### src/rtl/core/particle_surface_scalar_field_defines.svh
// Assertion macros shared by the particle surface scalar field RTL.
`ifndef PARTICLE_SURFACE_SCALAR_FIELD_DEFINES_SVH
`define PARTICLE_SURFACE_SCALAR_FIELD_DEFINES_SVH

// Same-cycle implication, checked on every clock outside reset.
`define PSF_ASSERT(label, ante, cons, msg) \
	label: assert property (@(posedge clk) disable iff (!arst_n) (ante) |-> (cons)) \
		else $error(msg);

// Next-cycle implication, checked on every clock outside reset.
`define PSF_ASSERT_NEXT(label, ante, cons, msg) \
	label: assert property (@(posedge clk) disable iff (!arst_n) (ante) |=> (cons)) \
		else $error(msg);

`endif

### src/rtl/core/psf_pkg.sv
// Shared constants, register codes and types of the particle surface scalar field.
`timescale 1ns / 1ps
package psf_pkg;
	localparam int MAX_PARTICLES = 256;
	localparam int FRAC_BITS     = 16;
	localparam int COORD_W       = 32;
	localparam int CFG_W         = 31;
	localparam int NUM_AXES      = 3;
	localparam int ACC_W         = 64;
	localparam int CNT_W         = $clog2(MAX_PARTICLES + 1);
	localparam int T_W           = FRAC_BITS + 1;
	localparam int WT_W          = FRAC_BITS + $clog2(MAX_PARTICLES) + 1;
	localparam int QUEUE_DEPTH   = 4;
	localparam int QPTR_W        = $clog2(QUEUE_DEPTH);
	localparam int TDATA_W       = NUM_AXES * 2 * COORD_W;
	localparam int ITER_W        = $clog2(ACC_W);
	localparam int SQRT_STEPS    = ACC_W / 2;

	localparam logic [COORD_W-1:0] ONE_Q = COORD_W'(1) << FRAC_BITS;

	// Configuration register indexes.
	localparam logic REG_KERNEL_RADIUS   = 1'b0;
	localparam logic REG_PARTICLE_RADIUS = 1'b1;

	typedef struct packed {
		logic [CFG_W-1:0] kernel_radius;
		logic [CFG_W-1:0] particle_radius;
	} psf_cfg_t;

	// One classified word as it waits between front and back.
	typedef struct packed {
		logic signed [COORD_W-1:0] vx;
		logic signed [COORD_W-1:0] vy;
		logic signed [COORD_W-1:0] vz;
		logic signed [COORD_W-1:0] px;
		logic signed [COORD_W-1:0] py;
		logic signed [COORD_W-1:0] pz;
		logic [CFG_W-1:0]          ax;
		logic [CFG_W-1:0]          ay;
		logic [CFG_W-1:0]          az;
		logic                      acc;
		logic                      far;
		logic                      last;
	} psf_item_t;
endpackage

### src/rtl/core/psf_front.sv
// Front end: accepts input words, counts particles and classifies each word.
`timescale 1ns / 1ps
module psf_front import psf_pkg::*; (
	input  logic               clk,
	input  logic               arst_n,
	input  psf_cfg_t           cfg,
	input  logic               s_axis_tvalid,
	output logic               s_axis_tready,
	input  logic [TDATA_W-1:0] s_axis_tdata,
	input  logic               s_axis_tuser,
	input  logic               s_axis_tlast,
	input  logic               q_full,
	output logic               push,
	output psf_item_t          item
);
	logic [CNT_W-1:0]          cnt_q;
	logic signed [COORD_W-1:0] vtx [NUM_AXES];
	logic signed [COORD_W-1:0] par [NUM_AXES];
	logic signed [COORD_W:0]   diff [NUM_AXES];
	logic [COORD_W:0]          dmag [NUM_AXES];
	logic [NUM_AXES-1:0]       axis_far;
	logic                      acc;

	assign s_axis_tready = !q_full;
	assign push          = s_axis_tvalid && s_axis_tready;
	assign acc           = s_axis_tuser && (cnt_q < CNT_W'(MAX_PARTICLES));

	always_comb begin
		for (int i = 0; i < NUM_AXES; i++) begin
			vtx[i]      = s_axis_tdata[COORD_W*i +: COORD_W];
			par[i]      = s_axis_tdata[COORD_W*(i+NUM_AXES) +: COORD_W];
			diff[i]     = {vtx[i][COORD_W-1], vtx[i]} - {par[i][COORD_W-1], par[i]};
			dmag[i]     = diff[i][COORD_W] ? (COORD_W+1)'(-diff[i]) : (COORD_W+1)'(diff[i]);
			axis_far[i] = dmag[i] >= (COORD_W+1)'(cfg.kernel_radius);
		end
	end

	always_comb begin
		item.vx   = vtx[0];
		item.vy   = vtx[1];
		item.vz   = vtx[2];
		item.px   = par[0];
		item.py   = par[1];
		item.pz   = par[2];
		item.ax   = dmag[0][CFG_W-1:0];
		item.ay   = dmag[1][CFG_W-1:0];
		item.az   = dmag[2][CFG_W-1:0];
		item.acc  = acc;
		item.far  = |axis_far;
		item.last = s_axis_tlast;
	end

	always_ff @(posedge clk or negedge arst_n) begin
		if (!arst_n) begin
			cnt_q <= '0;
		end else if (push) begin
			if (s_axis_tlast) begin
				cnt_q <= '0;
			end else if (acc) begin
				cnt_q <= cnt_q + CNT_W'(1);
			end
		end
	end
endmodule

### config.mk
export PLATFORM = sky130hd
export DESIGN_NAME = psf_front
export DESIGN_NICKNAME = d
export VERILOG_FILES = /design/src/rtl/core/particle_surface_scalar_field_defines.svh /design/src/rtl/core/psf_pkg.sv /design/src/rtl/core/psf_front.sv
export SDC_FILE = /design/constraint.sdc
export NUM_CORES = 1
export LEC_CHECK = 0
export BUFFER_PORTS_ARGS = -buffer_cell sky130_fd_sc_hd__buf_2
export CORE_AREA = 2 2 216 218
export CTS_CLUSTER_SIZE = 40
export DETAILED_ROUTE_END_ITERATION = 10
export DIE_AREA = 0 0 218 220
export GPL_TIMING_DRIVEN = 0
export PLACE_DENSITY_LB_ADDON = 0.2
export SLEW_MARGIN = 15
export SYNTH_ARGS = -nofsm -noshare
export SYNTH_HDL_FRONTEND = slang
export SYNTH_SLANG_ARGS = --single-unit
export TNS_END_PERCENT = 50
### constraint.sdc
create_clock -name clk -period 8.2 [get_ports clk]
set_input_delay 0.41 -clock clk [delete_from_list [all_inputs] [get_ports clk]]
set_output_delay 0.41 -clock clk [all_outputs]
set_load 0.005 [all_outputs]
==> metrics <==
leading register cell type out of synthesis dfrtp_1; Max Clk Rate approximately 140 MHz; Max Cap Viol 0; CP max stage delay around 0.59 ns; syn avg cell area 6.87 sq um; most frequent cells in the layout buf_2, buf_4, ha_1, inv_1, nand2_1; WL/cell about 18 um; Leak 0.00821 uW; CP max-delay cell or4_1; RSZ-0062 raised after global routing false; Max Root-Sink Buffers 2; Reg-to-Reg End cnt_q[5]; Setup Viol. Count Final 0; fin cells between 2000 and 3000; first-pass GRT wire length about 75000 um; R2R Path Start cnt_q[8]; wirelength, routed 51600 um; worst skew pair latency 0.24 ns; register name with the most flops cnt_q; H-tree Lvls 1; synthesized instance count approximately 1800; post-synthesis sequential area ratio 1.83%; share of post-route cells with drive strength above 1 32.3%; Syn. warnings 0; initial drt markers 745; Final Slew Violations 0; worst hold margin 0.0171 ns; status complete, no violations; cell count after placement between 2000 and 3000; biggest regs cnt_q x9; WP buf/inv 4; Die Wd 218 um; CORE AREA approximately 0.046 sq mm; Crit path max-delay family simple AND/OR/NAND/NOR gates; Reg2Reg Setup Slack about 6.6 ns; fin worst setup slack 1.00 ns; cell taking the most area after synthesis ha_1; Hold Buf Count CTS 0; largest net degree at the start of global routing 11; die area approximately 0.048 sq mm; CP Data Required Time 7.79 ns; Die Height 220 um; placer congestion estimate 0.918; IO Port Bufs 518; pre-CTS setup slack roughly 0.85 ns; crit path launch type primary input; Root Buffer clkbuf_16; commonest non-fill, non-tap cell in the layout buf_2; GRT overflow 0; ranking of synthesized cells by area ha_1, buf_4, xnor2_1; residual DRC count 0; async set or reset register ratio after synthesis 100%; setup TNS 0 ns; Worst R2R Path Depth 7; PwrDens approximately 120 mW/mm^2; post-route ant nets 0; Initial Util between 20 and 30%; # clock sinks 9; crit end category output pin; syn nets 2250; Worst Path Max Fanout 5; Final Hold Viols 0; Yosys cell types 81; Final Net Count between 2000 and 3000; Final Util 34.4%; Slew headroom approximately a fifth; # diodes 0; Area Overhead vs Synth 27.8%; Global Route Usage Sum approximately 20%; Synth top area share approximately 20%; number of global-route vias before repair 13400; Layout Skew 0.00115 ns; Core Rows 79; Resized cells post-CTS 0; Hold WC Path Type in2async; maximum vdd drop between 0.09 and 0.1 mV; Worst-Margin Slew 1.15 ns; crit path kind in2out; final period utilization 87.8%; EDFF count, synth 0; initial antenna violation count 1; Pre-antenna DRT Iters 5; vias per inst 4.97; Ports 550; CTS clock-pin slew for the worst setup and hold paths 0.04 ns; post-detail-place hpwl ~47000 um; Post-CTS Setup Inserts 0; Arrival @ worst endpoint about 6.8 ns; Yosys reg bits 9; clock period minus worst slack 7.20 ns; Mapped Area 0.0123 sq mm; CTS tree built; number of buffers created by CTS 3; vias 14500; Largest register FFs 9
## how the worst max path moves through the flow
stage / from / end / slack (ns) / cells past startpoint
after floorplan: s_axis_tdata[0] / item[1] / 2.53 / 23
after global placement: s_axis_tdata[0] / item[1] / 0.87 / 25
after detailed placement: s_axis_tdata[19] / item[1] / 0.85 / 22
after CTS: s_axis_tdata[19] / item[1] / 0.81 / 22
after global routing: s_axis_tdata[115] / item[1] / 0.52 / 23
final: s_axis_tdata[0] / item[1] / 1.00 / 25
## area by class of cell
| cell class | instances | area, sq um |
|---|---|---|
| fillers | 5056 | 30100 |
| multi-input cells | 1384 | 9860 |
| repair buffers | 518 | 2590 |
| plain buffers | 239 | 1640 |
| well taps | 607 | 759 |
| inverters | 162 | 608 |
| flip-flops and latches | 9 | 225 |
| clock buffers | 4 | 78.8 |
## per-layer routing
| metal | up-vias | track usage, % | part of all wire (%) |
|---|---|---|---|
| li1 | 7318 | - | - |
| met1 | 6719 | 25.9 | 44 |
| met2 | 440 | 35.8 | 48 |
| met3 | 51 | 1.55 | 5.4 |
| met4 | 4 | 4.85 | 2.4 |
| met5 | - | 0 | 0.050 |
## cell families (layout without fill, tap and decap cells)
family / Yosys count / in the layout / share of synthesized area (%)
simple gates: 526 / 526 / 21.4
compound gates: 501 / 501 / 27.0
buf+inv: 401 / 923 / 18.2
fa+ha+maj: 196 / 196 / 20.1
xor+xnor: 156 / 156 / 11.1
flops: 9 / 9 / 1.83
mux: 5 / 5 / 0.426
## worst register-to-register path, stage by stage, from the launching register on
cell,delay [ns]
dfrtp_1,0.37
nand2b_1,0.17
nor2_1,0.23
o21ai_0,0.14
nor2_1,0.25
nand3_1,0.13
xor2_1,0.14
nor2_1,0.06
## cell usage after synthesis, types with 49 or more instances
library cell,n
buf_4,195
nor2_1,113
ha_1,193
a21oi_1,129
xnor2_1,98
o21ai_0,99
xor2_1,58
a21o_1,64
inv_1,162
nand2_1,147
nand4_1,49
## stage by stage
stage | power (uW) | cell area [sq um]
6_report | 1940 | 15800
5_1_grt | 2150 | 15800
4_1_cts | 1960 | 15800
3_5_place_dp | 1860 | 15700
3_3_place_gp | 1840 | 15700
2_1_floorplan | 1160 | 12300
## power by group
part	internal (uW)	switching [uW]
Sequential	50.3	5.33
Combinational	740	1060
Clock	65.0	21.2
(Power assumes the default switching activity.)
