`src/rtl/core/particle_surface_scalar_field_defines.svh`:
```
// Assertion macros shared by the particle surface scalar field RTL.
`ifndef PARTICLE_SURFACE_SCALAR_FIELD_DEFINES_SVH
`define PARTICLE_SURFACE_SCALAR_FIELD_DEFINES_SVH

// Same-cycle implication, checked on every clock outside reset.
`define PSF_ASSERT(label, ante, cons, msg) \
	label: assert property (@(posedge clk) disable iff (!arst_n) (ante) |-> (cons)) \
		else $error(msg);

// Next-cycle implication, checked on every clock outside reset.
`define PSF_ASSERT_NEXT(label, ante, cons, msg) \
	label: assert property (@(posedge clk) disable iff (!arst_n) (ante) |=> (cons)) \
		else $error(msg);

`endif

```
`src/rtl/core/psf_pkg.sv`:
```
// Shared constants, register codes and types of the particle surface scalar field.
`timescale 1ns / 1ps
package psf_pkg;
	localparam int MAX_PARTICLES = 256;
	localparam int FRAC_BITS     = 16;
	localparam int COORD_W       = 32;
	localparam int CFG_W         = 31;
	localparam int NUM_AXES      = 3;
	localparam int ACC_W         = 64;
	localparam int CNT_W         = $clog2(MAX_PARTICLES + 1);
	localparam int T_W           = FRAC_BITS + 1;
	localparam int WT_W          = FRAC_BITS + $clog2(MAX_PARTICLES) + 1;
	localparam int QUEUE_DEPTH   = 4;
	localparam int QPTR_W        = $clog2(QUEUE_DEPTH);
	localparam int TDATA_W       = NUM_AXES * 2 * COORD_W;
	localparam int ITER_W        = $clog2(ACC_W);
	localparam int SQRT_STEPS    = ACC_W / 2;

	localparam logic [COORD_W-1:0] ONE_Q = COORD_W'(1) << FRAC_BITS;

	// Configuration register indexes.
	localparam logic REG_KERNEL_RADIUS   = 1'b0;
	localparam logic REG_PARTICLE_RADIUS = 1'b1;

	typedef struct packed {
		logic [CFG_W-1:0] kernel_radius;
		logic [CFG_W-1:0] particle_radius;
	} psf_cfg_t;

	// One classified word as it waits between front and back.
	typedef struct packed {
		logic signed [COORD_W-1:0] vx;
		logic signed [COORD_W-1:0] vy;
		logic signed [COORD_W-1:0] vz;
		logic signed [COORD_W-1:0] px;
		logic signed [COORD_W-1:0] py;
		logic signed [COORD_W-1:0] pz;
		logic [CFG_W-1:0]          ax;
		logic [CFG_W-1:0]          ay;
		logic [CFG_W-1:0]          az;
		logic                      acc;
		logic                      far;
		logic                      last;
	} psf_item_t;
endpackage

```
`src/rtl/core/psf_queue.sv`:
```
// Short queue of classified words between front and back.
`timescale 1ns / 1ps
module psf_queue import psf_pkg::*; (
	input  logic      clk,
	input  logic      arst_n,
	input  logic      push,
	input  psf_item_t item_in,
	input  logic      pop,
	output logic      valid,
	output psf_item_t item_out,
	output logic      full
);
	psf_item_t         mem_q [QUEUE_DEPTH];
	logic [QPTR_W-1:0] wr_q;
	logic [QPTR_W-1:0] rd_q;
	logic [QPTR_W:0]   cnt_q;

	assign valid    = cnt_q != '0;
	assign full     = cnt_q == (QPTR_W+1)'(QUEUE_DEPTH);
	assign item_out = mem_q[rd_q];

	always_ff @(posedge clk) begin
		if (push) begin
			mem_q[wr_q] <= item_in;
		end
	end

	always_ff @(posedge clk or negedge arst_n) begin
		if (!arst_n) begin
			wr_q  <= '0;
			rd_q  <= '0;
			cnt_q <= '0;
		end else begin
			if (push) begin
				wr_q <= wr_q + QPTR_W'(1);
			end
			if (pop) begin
				rd_q <= rd_q + QPTR_W'(1);
			end
			if (push && !pop) begin
				cnt_q <= cnt_q + (QPTR_W+1)'(1);
			end else if (pop && !push) begin
				cnt_q <= cnt_q - (QPTR_W+1)'(1);
			end
		end
	end
endmodule

```
`config.mk`:
```
export PLATFORM = sky130hd
export DESIGN_NAME = psf_queue
export DESIGN_NICKNAME = d
export VERILOG_FILES = /design/src/rtl/core/particle_surface_scalar_field_defines.svh /design/src/rtl/core/psf_pkg.sv /design/src/rtl/core/psf_queue.sv
export SDC_FILE = /design/constraint.sdc
export NUM_CORES = 1
export LEC_CHECK = 0
export ABC_AREA = 0
export BUFFER_PORTS_ARGS = -buffer_cell sky130_fd_sc_hd__buf_2
export CORE_UTILIZATION = 44
export DETAILED_ROUTE_END_ITERATION = 8
export GPL_ROUTABILITY_DRIVEN = 0
export PLACE_DENSITY = 0.67
export RECOVER_POWER = 100
export SYNTH_ARGS = -nofsm -noshare
export SYNTH_HDL_FRONTEND = slang
export SYNTH_SLANG_ARGS = --single-unit
```
`constraint.sdc`:
```
create_clock -name clk -period 9.1 [get_ports clk]
set_input_delay 0.91 -clock clk [delete_from_list [all_inputs] [get_ports clk]]
set_output_delay 0.91 -clock clk [all_outputs]
set_load 0.03 [all_outputs]
```
==> metrics.yaml, run 1 <==
synthesis:
  synth_xor_area_share_pct: 0.125
  synthSimpleGateAreaFrac_pct: 0.119
  synth-compound-area-share_pct: 0.0119
  synth_seq_area_share_pct: 83.0
  synth_warnings: 0
  ys_ff_latch: 1159
  synthesis.area_um2: 41900
  synth_top_family_by_area: "multiplexers"
  yosys.area_share.adder_pct: 0.197
  yosysUniqueCellTypes: 20
  synth.mux.area_fraction_pct: 15.5
  syn_nets: 1836
  synth.avg_cell_area_um2: 27.2
  syn_inst: 1538
worst_setup_path:
  end_kind: "register"
  r2r_start: "wr_q[0]$_DFFE_PN0P_"
  cp.depth: 4
  path_max_fanout: 46
  startpoint: "wr_q[0]$_DFFE_PN0P_"
  cp_slowest_stage_delay_ns: 2.67
  reg2reg_setup_slack_ns: 2.94
  cp-start-kind: "register"
  worstPathCellList: "inv_1 -> ha_1 -> and2_0 -> clkbuf_1"
  r2r_cells: 4
  cp_num_buf_inv: 2
  crit_path_top_delay_cell: "and2_0"
  rr_endpoint: "mem_q[0][122]$_DFFE_PP_"
  critPathArrivalTime_ns: 6.39
  cp.required_ns: 9.33
  worstSetupPathType: "register to register"
  endpoint: "mem_q[0][122]$_DFFE_PP_"
  crit_family: "simple AND/OR/NAND/NOR gates"
grt:
  grtUsageTotal_pct: 17.6
  grt_start_max_net_pins: 142
  antenna_found_initial: 21
  grt_pass1_vias: 19800
  globalRoute.totalOverflow: 0
  grt_pass1_wl_um: 126000
clocking:
  post_cts_resized: 0
  clockRootBuffer: "clkbuf_16"
  h-tree-depth: 3
  ctsLongestPathBuffers: 3
  cts_sinks: 1159
  ctsHoldBuffers: 0
  post-cts-setup-buffers: 0
  clkTransAtPathRegs_ns: 0.06
  cts_tree: "yes"
  clk_latency_ns: 0.69
  cts_buffers: 115
timing:
  max_slew_margin_pct: -217
  grt_setup_unrepaired: "no"
  setup_viol: 0
  whs_ns: 0.132
  slew_viol_final: 302
  timing.final.ws_setup_ns: 2.94
  clock.fmax_ghz: 0.162
  finalHoldViolCount: 0
  post-route-period-util_pct: 67.6
  worst_slew_pin_slew_ns: 4.75
  clock_skew_ns: 0.0230
  setup-tns-final_ns: 0
  final.min_clock_period_ns: 6.16
placed_design:
  port_buffers: 581
  post-dp-hpwl_um: 50800
  dp_worst_setup_slack_ns: 5.54
floorplanning:
  die_w_um: 311
  core_um2: 93700
  die_h_um: 311
  ios: 582
  die_area_um2: 96400
  start_util_pct: 44.7
  row_count: 112
drt:
  totalWireLength_um: 84900
  num_vias: 18600
  post_drt_wl_per_cell_um: 23.9
  drt_first_pass_iters: 5
  drtAntennaViolNets: 0
  drc: 0
  dr.first_iter.drc_count: 1664
  vias_per_cell: 5.25
layout:
  area_growth_pct: 17.1
  fin_nets: 2487
  fill_cells: 7464
  final_util_pct: 52.3
  multiInputGateArea_um2: 6690
  area.sequential_um2: 34800
  drive_gt1_share_pct: 20.5
pwr:
  power.leakage_uw: 0.0152
  p_per_area_nw_per_um2: 354
  ir_drop_v: 0.000282
hold_path:
  hold_path_class: "primary input to asynchronous set/reset pin"
outcome:
  violations: "max-capacitance violations, max-slew violations"
  outcome: "finished, violations left"
job:
  cap_violations: 7
[where the power goes]
group          switching [uW]  internal [uW]  total, uW
clock network            1930           2550       4480
logic                    3870           1760       5630
registers                 263           7010       7280
[metal layers]
layer	vias to the layer above	part of all wire (%)	routed length (um)	GRT usage (%)
met2	633	50	42700	28.9
met5	-	0.20	167	0
met3	138	9.0	7620	6.27
li1	8047	-	-	-
met4	26	2.3	1970	5.52
met1	9783	38	32400	21.7
[how the worst min path moves through the flow]
stage | end | slack [ns] | depth (start not counted)
after CTS | wr_q[0]$_DFFE_PN0P_ | 0.0005 | 1
final | wr_q[0]$_DFFE_PN0P_ | 0.13 | 1
after floorplan | cnt_q[2]$_DFFE_PN0P_ | 0.45 | 1
after detailed placement | cnt_q[2]$_DFFE_PN0P_ | 0.48 | 1
after global placement | cnt_q[2]$_DFFE_PN0P_ | 0.46 | 1
after global routing | wr_q[0]$_DFFE_PN0P_ | 0.13 | 1
[registers in the layout, summed over array words and instances, names as in the netlist]
signal,count
mem_q,1152
rd_q,2
cnt_q,3
wr_q,2
[cell usage in the layout, fill, tap and decap left out]
cell	count
o21ai_0	1
clkinv_4	4
xnor2_1	2
buf_12	8
and2_0	4
clkinv_1	28
diode_2	9
clkbuf_16	115
xor2_1	4
mux4_2	288
nor2_1	1
fa_1	1
inv_6	3
clkinv_2	25
clkinv_8	4
mux2_2	1
inv_8	1
nor3b_1	1
clkinvlp_4	1
bufinv_16	8
dfrtp_4	1
nand2_1	2
edfxtp_1	1152
inv_1	4
ha_1	5
or3_1	1
buf_2	3
dfrtp_1	6
buf_4	7
clkbuf_1	605
[kinds of logic (layout without fill, tap and decap cells)]
kind of cell | count (synthesis) | after routing
AO/OA/AOI/OAI | 1 | 1
XOR/XNOR | 6 | 6
adder cells (fa/ha/maj) | 6 | 6
buffers and inverters | 68 | 816
flip-flops | 1159 | 1159
multiplexers | 289 | 289
other | 0 | 9
AND/OR/NAND/NOR | 9 | 9
[synth_stat cells]
master	count	area [um^2]
buf_4	13	97.6
mux2_2	1	11.3
ha_1	5	62.6
fa_1	1	20.0
edfxtp_1	1152	34600
inv_1	4	15.0
xor2_1	4	35.0
buf_2	32	160
and2_1	4	25.0
mux4_2	288	6490
nand2_1	2	7.51
xnor2_1	2	17.5
o21ai_0	1	5.00
or3_1	1	6.26
nor3b_1	1	7.51
clkbuf_1	6	22.5
buf_1	2	7.51
buf_6	11	124
dfrtp_1	7	175
nor2_1	1	3.75
[final cells by class]
| type | count | area share (%) |
|---|---|---|
| inverters | 4 | 0.0306 |
| repair buffers | 598 | 4.90 |
| clock buffers | 140 | 6.06 |
| diodes | 9 | 0.0459 |
| multi-input cells | 311 | 13.6 |
| well taps | 1254 | 3.20 |
| clock inverters | 74 | 1.25 |
| flip-flops and latches | 1159 | 70.9 |
[per-stage QoR]
stage / total power (uW) / instances / area, um^2
after detailed placement: 13400 / 3326 / 46200
final: 17400 / 3549 / 49100
after floorplan: 11900 / 1538 / 41900
after global routing: 18100 / 3546 / 49100
after global placement: 13300 / 3326 / 46200
after CTS: 17900 / 3540 / 49800
Power figures use the tool's default switching activity.
==> run 2, diff against run 1 <==
clock period = 6.01 ns   (was 9.1 ns; I/O delays follow)
==> run 2 against run 1 <==
  * The flow still finishes with violations (max-capacitance violations, max-slew violations)
  * Hold slack improved by 0.018 ns
  * Design area increased by 0.18%
  * Critical path depth decreased by 1
  * Sequential share of layout area decreased by 0.12 points
  * Global-route usage decreased by 0.43 points
  * Clock skew increased by 0.0021 ns
  * Wire length decreased by 2.0%
  * Clock power increased by 48%
  * Clock-buffer cell count increased by 4
==> metrics.yaml, run 2 (synthesis gave the netlist of run 1 again) <==
clocking:
  clockRootBuffer: "clkbuf_16"
  post-cts-setup-buffers: 0
  ctsHoldBuffers: 1
  ctsLongestPathBuffers: 3
  h-tree-depth: 3
  cts_buffers: 113
  clk_latency_ns: 0.68
  cts_tree: "yes"
  post_cts_resized: 0
  clkTransAtPathRegs_ns: 0.06
  cts_sinks: 1159
drt:
  dr.first_iter.drc_count: 1446
  drt_first_pass_iters: 5
  drtAntennaViolNets: 0
  num_vias: 18500
  totalWireLength_um: 83200
  met2WireLength_um: 43800
  post_drt_wl_per_cell_um: 23.5
  vias_per_cell: 5.23
  route.met3.wl_um: 6540
  highest-signal-layer: "met5"
  drt-met1-wl_um: 30800
  drc: 0
worst_setup_path:
  rr_endpoint: "mem_q[0][49]$_DFFE_PP_"
  end_kind: "output port"
  worstSetupPathType: "register to output port"
  reg2reg_setup_slack_ns: 1.52
  crit_family: "buffers and inverters"
  worstPathCellList: "clkbuf_4 -> mux4_2 -> clkbuf_1"
  cp_slowest_stage_delay_ns: 1.57
  r2r_cells: 4
  cp-start-kind: "register"
  path_max_fanout: 131
  cp_num_buf_inv: 2
  crit_path_top_delay_cell: "clkbuf_4"
  cp.depth: 3
  startpoint: "rd_q[1]$_DFFE_PN0P_"
  critPathArrivalTime_ns: 4.20
  cp.required_ns: 5.41
  r2r_start: "wr_q[0]$_DFFE_PN0P_"
timing:
  slew_viol_final: 531
  post-route-period-util_pct: 79.8
  grt_setup_unrepaired: "no"
  whs_ns: 0.150
  final.min_clock_period_ns: 4.80
  max_slew_margin_pct: -130
  worst_slew_pin_slew_ns: 3.44
  clock.fmax_ghz: 0.208
  finalHoldViolCount: 0
  setup_viol: 0
  setup-tns-final_ns: 0
  clock_skew_ns: 0.0251
pwr:
  power.leakage_uw: 0.0154
  ir_drop_v: 0.000435
  p_total_uw: 26400
  p_per_area_nw_per_um2: 538
hold_path:
  min_to: "rd_q[0]$_DFFE_PN0P_"
  hold_path_startpoint: "pop"
  hold_path_class: "primary input to register"
  hold_depth: 2
layout:
  fin_nets: 2490
  regMostFlops: "mem_q"
  drive_gt1_share_pct: 23.9
  fill_cells: 7376
  layout_commonest_cell: "edfxtp_1"
  largest_register_ffs: 1152
  area_growth_pct: 17.3
  top_regs: "mem_q x1152, cnt_q x3"
  final_cells: 3544
  layout_common_cells: "1152 x edfxtp_1, 523 x clkbuf_1, 288 x mux4_2"
outcome:
  violations: "max-capacitance violations, max-slew violations"
  outcome: "finished, violations left"
grt:
  grtUsageTotal_pct: 17.1
  grt_pass1_wl_um: 124000
  globalRoute.totalOverflow: 0
  grt_start_max_net_pins: 142
  antenna_found_initial: 14
  grt_pass1_vias: 19900
floorplanning:
  start_util_pct: 44.7
  ios: 582
  die_h_um: 311
  core_um2: 93700
  die_area_um2: 96400
  die_w_um: 311
  row_count: 112
placed_design:
  post-dp-hpwl_um: 50900
  dp_cells: 3330
  port_buffers: 581
job:
  cap_violations: 6
==> run 2: changes by cell type in the layout (fill, tap and decap cells not counted), moves of 2 or more <==
cell,delta
clkinv_4,-3
buf_12,+3
diode_2,-6
clkinv_2,-5
clkbuf_4,+3
bufinv_16,-2
clkinv_1,+5
inv_6,-2
buf_2,+85
clkbuf_1,-82
buf_4,-3
and2_0,-2
and2_1,+2
==> run 2: layout make-up <==
type	instances	area, um^2	area share, %
Sequential cell	1159	34800	70.8
Multi-Input combinational cell	311	6690	13.6
Clock buffer	144	3010	6.12
Timing Repair Buffer	603	2590	5.26
Tap cell	1254	1570	3.19
Clock inverter	66	498	1.01
Inverter	4	15.0	0.0305
Antenna cell	3	7.51	0.0153
==> run 2: worst max path at each step <==
stage | endpoint | slack (ns)
floorplan | mem_q[3][0]$_DFFE_PP_ | 1.42
global placement | item_out[92] | 2.83
detailed placement | item_out[92] | 2.80
CTS | item_out[92] | 2.03
global route | item_out[266] | 0.97
finish | item_out[119] | 1.21
==> run 2: where the power goes <==
group	total, uW	switching, uW	internal [uW]
registers	11000	436	10600
clock network	6640	2850	3780
logic	8750	5840	2910
==> run 2: worst reg2reg max path: cells and delay by family, from the launching register on <==
family	cells	cell delay [ns]
adders and majority gates	1	0.16
buffers and inverters	2	1.10
DFF	1	0.42
and+or+nand+nor	1	2.39
==> run 2: through the flow <==
step                setup slack, ns  cell area (um^2)  utilization (%)
global placement               2.83             46300             49.4
global route                  0.974             49100             52.4
CTS                            2.03             49800             53.1
finish                         1.21             49100             52.4
floorplan                      1.42             41900                -
detailed placement             2.80             46300             49.4
==> run 2: metal layers <==
| layer | vias up | global-route usage [%] |
|---|---|---|
| met2 | 597 | 29.0 |
| met4 | 22 | 5.18 |
| met1 | 9728 | 20.8 |
| li1 | 8049 | - |
| met5 | - | 0 |
| met3 | 137 | 5.71 |
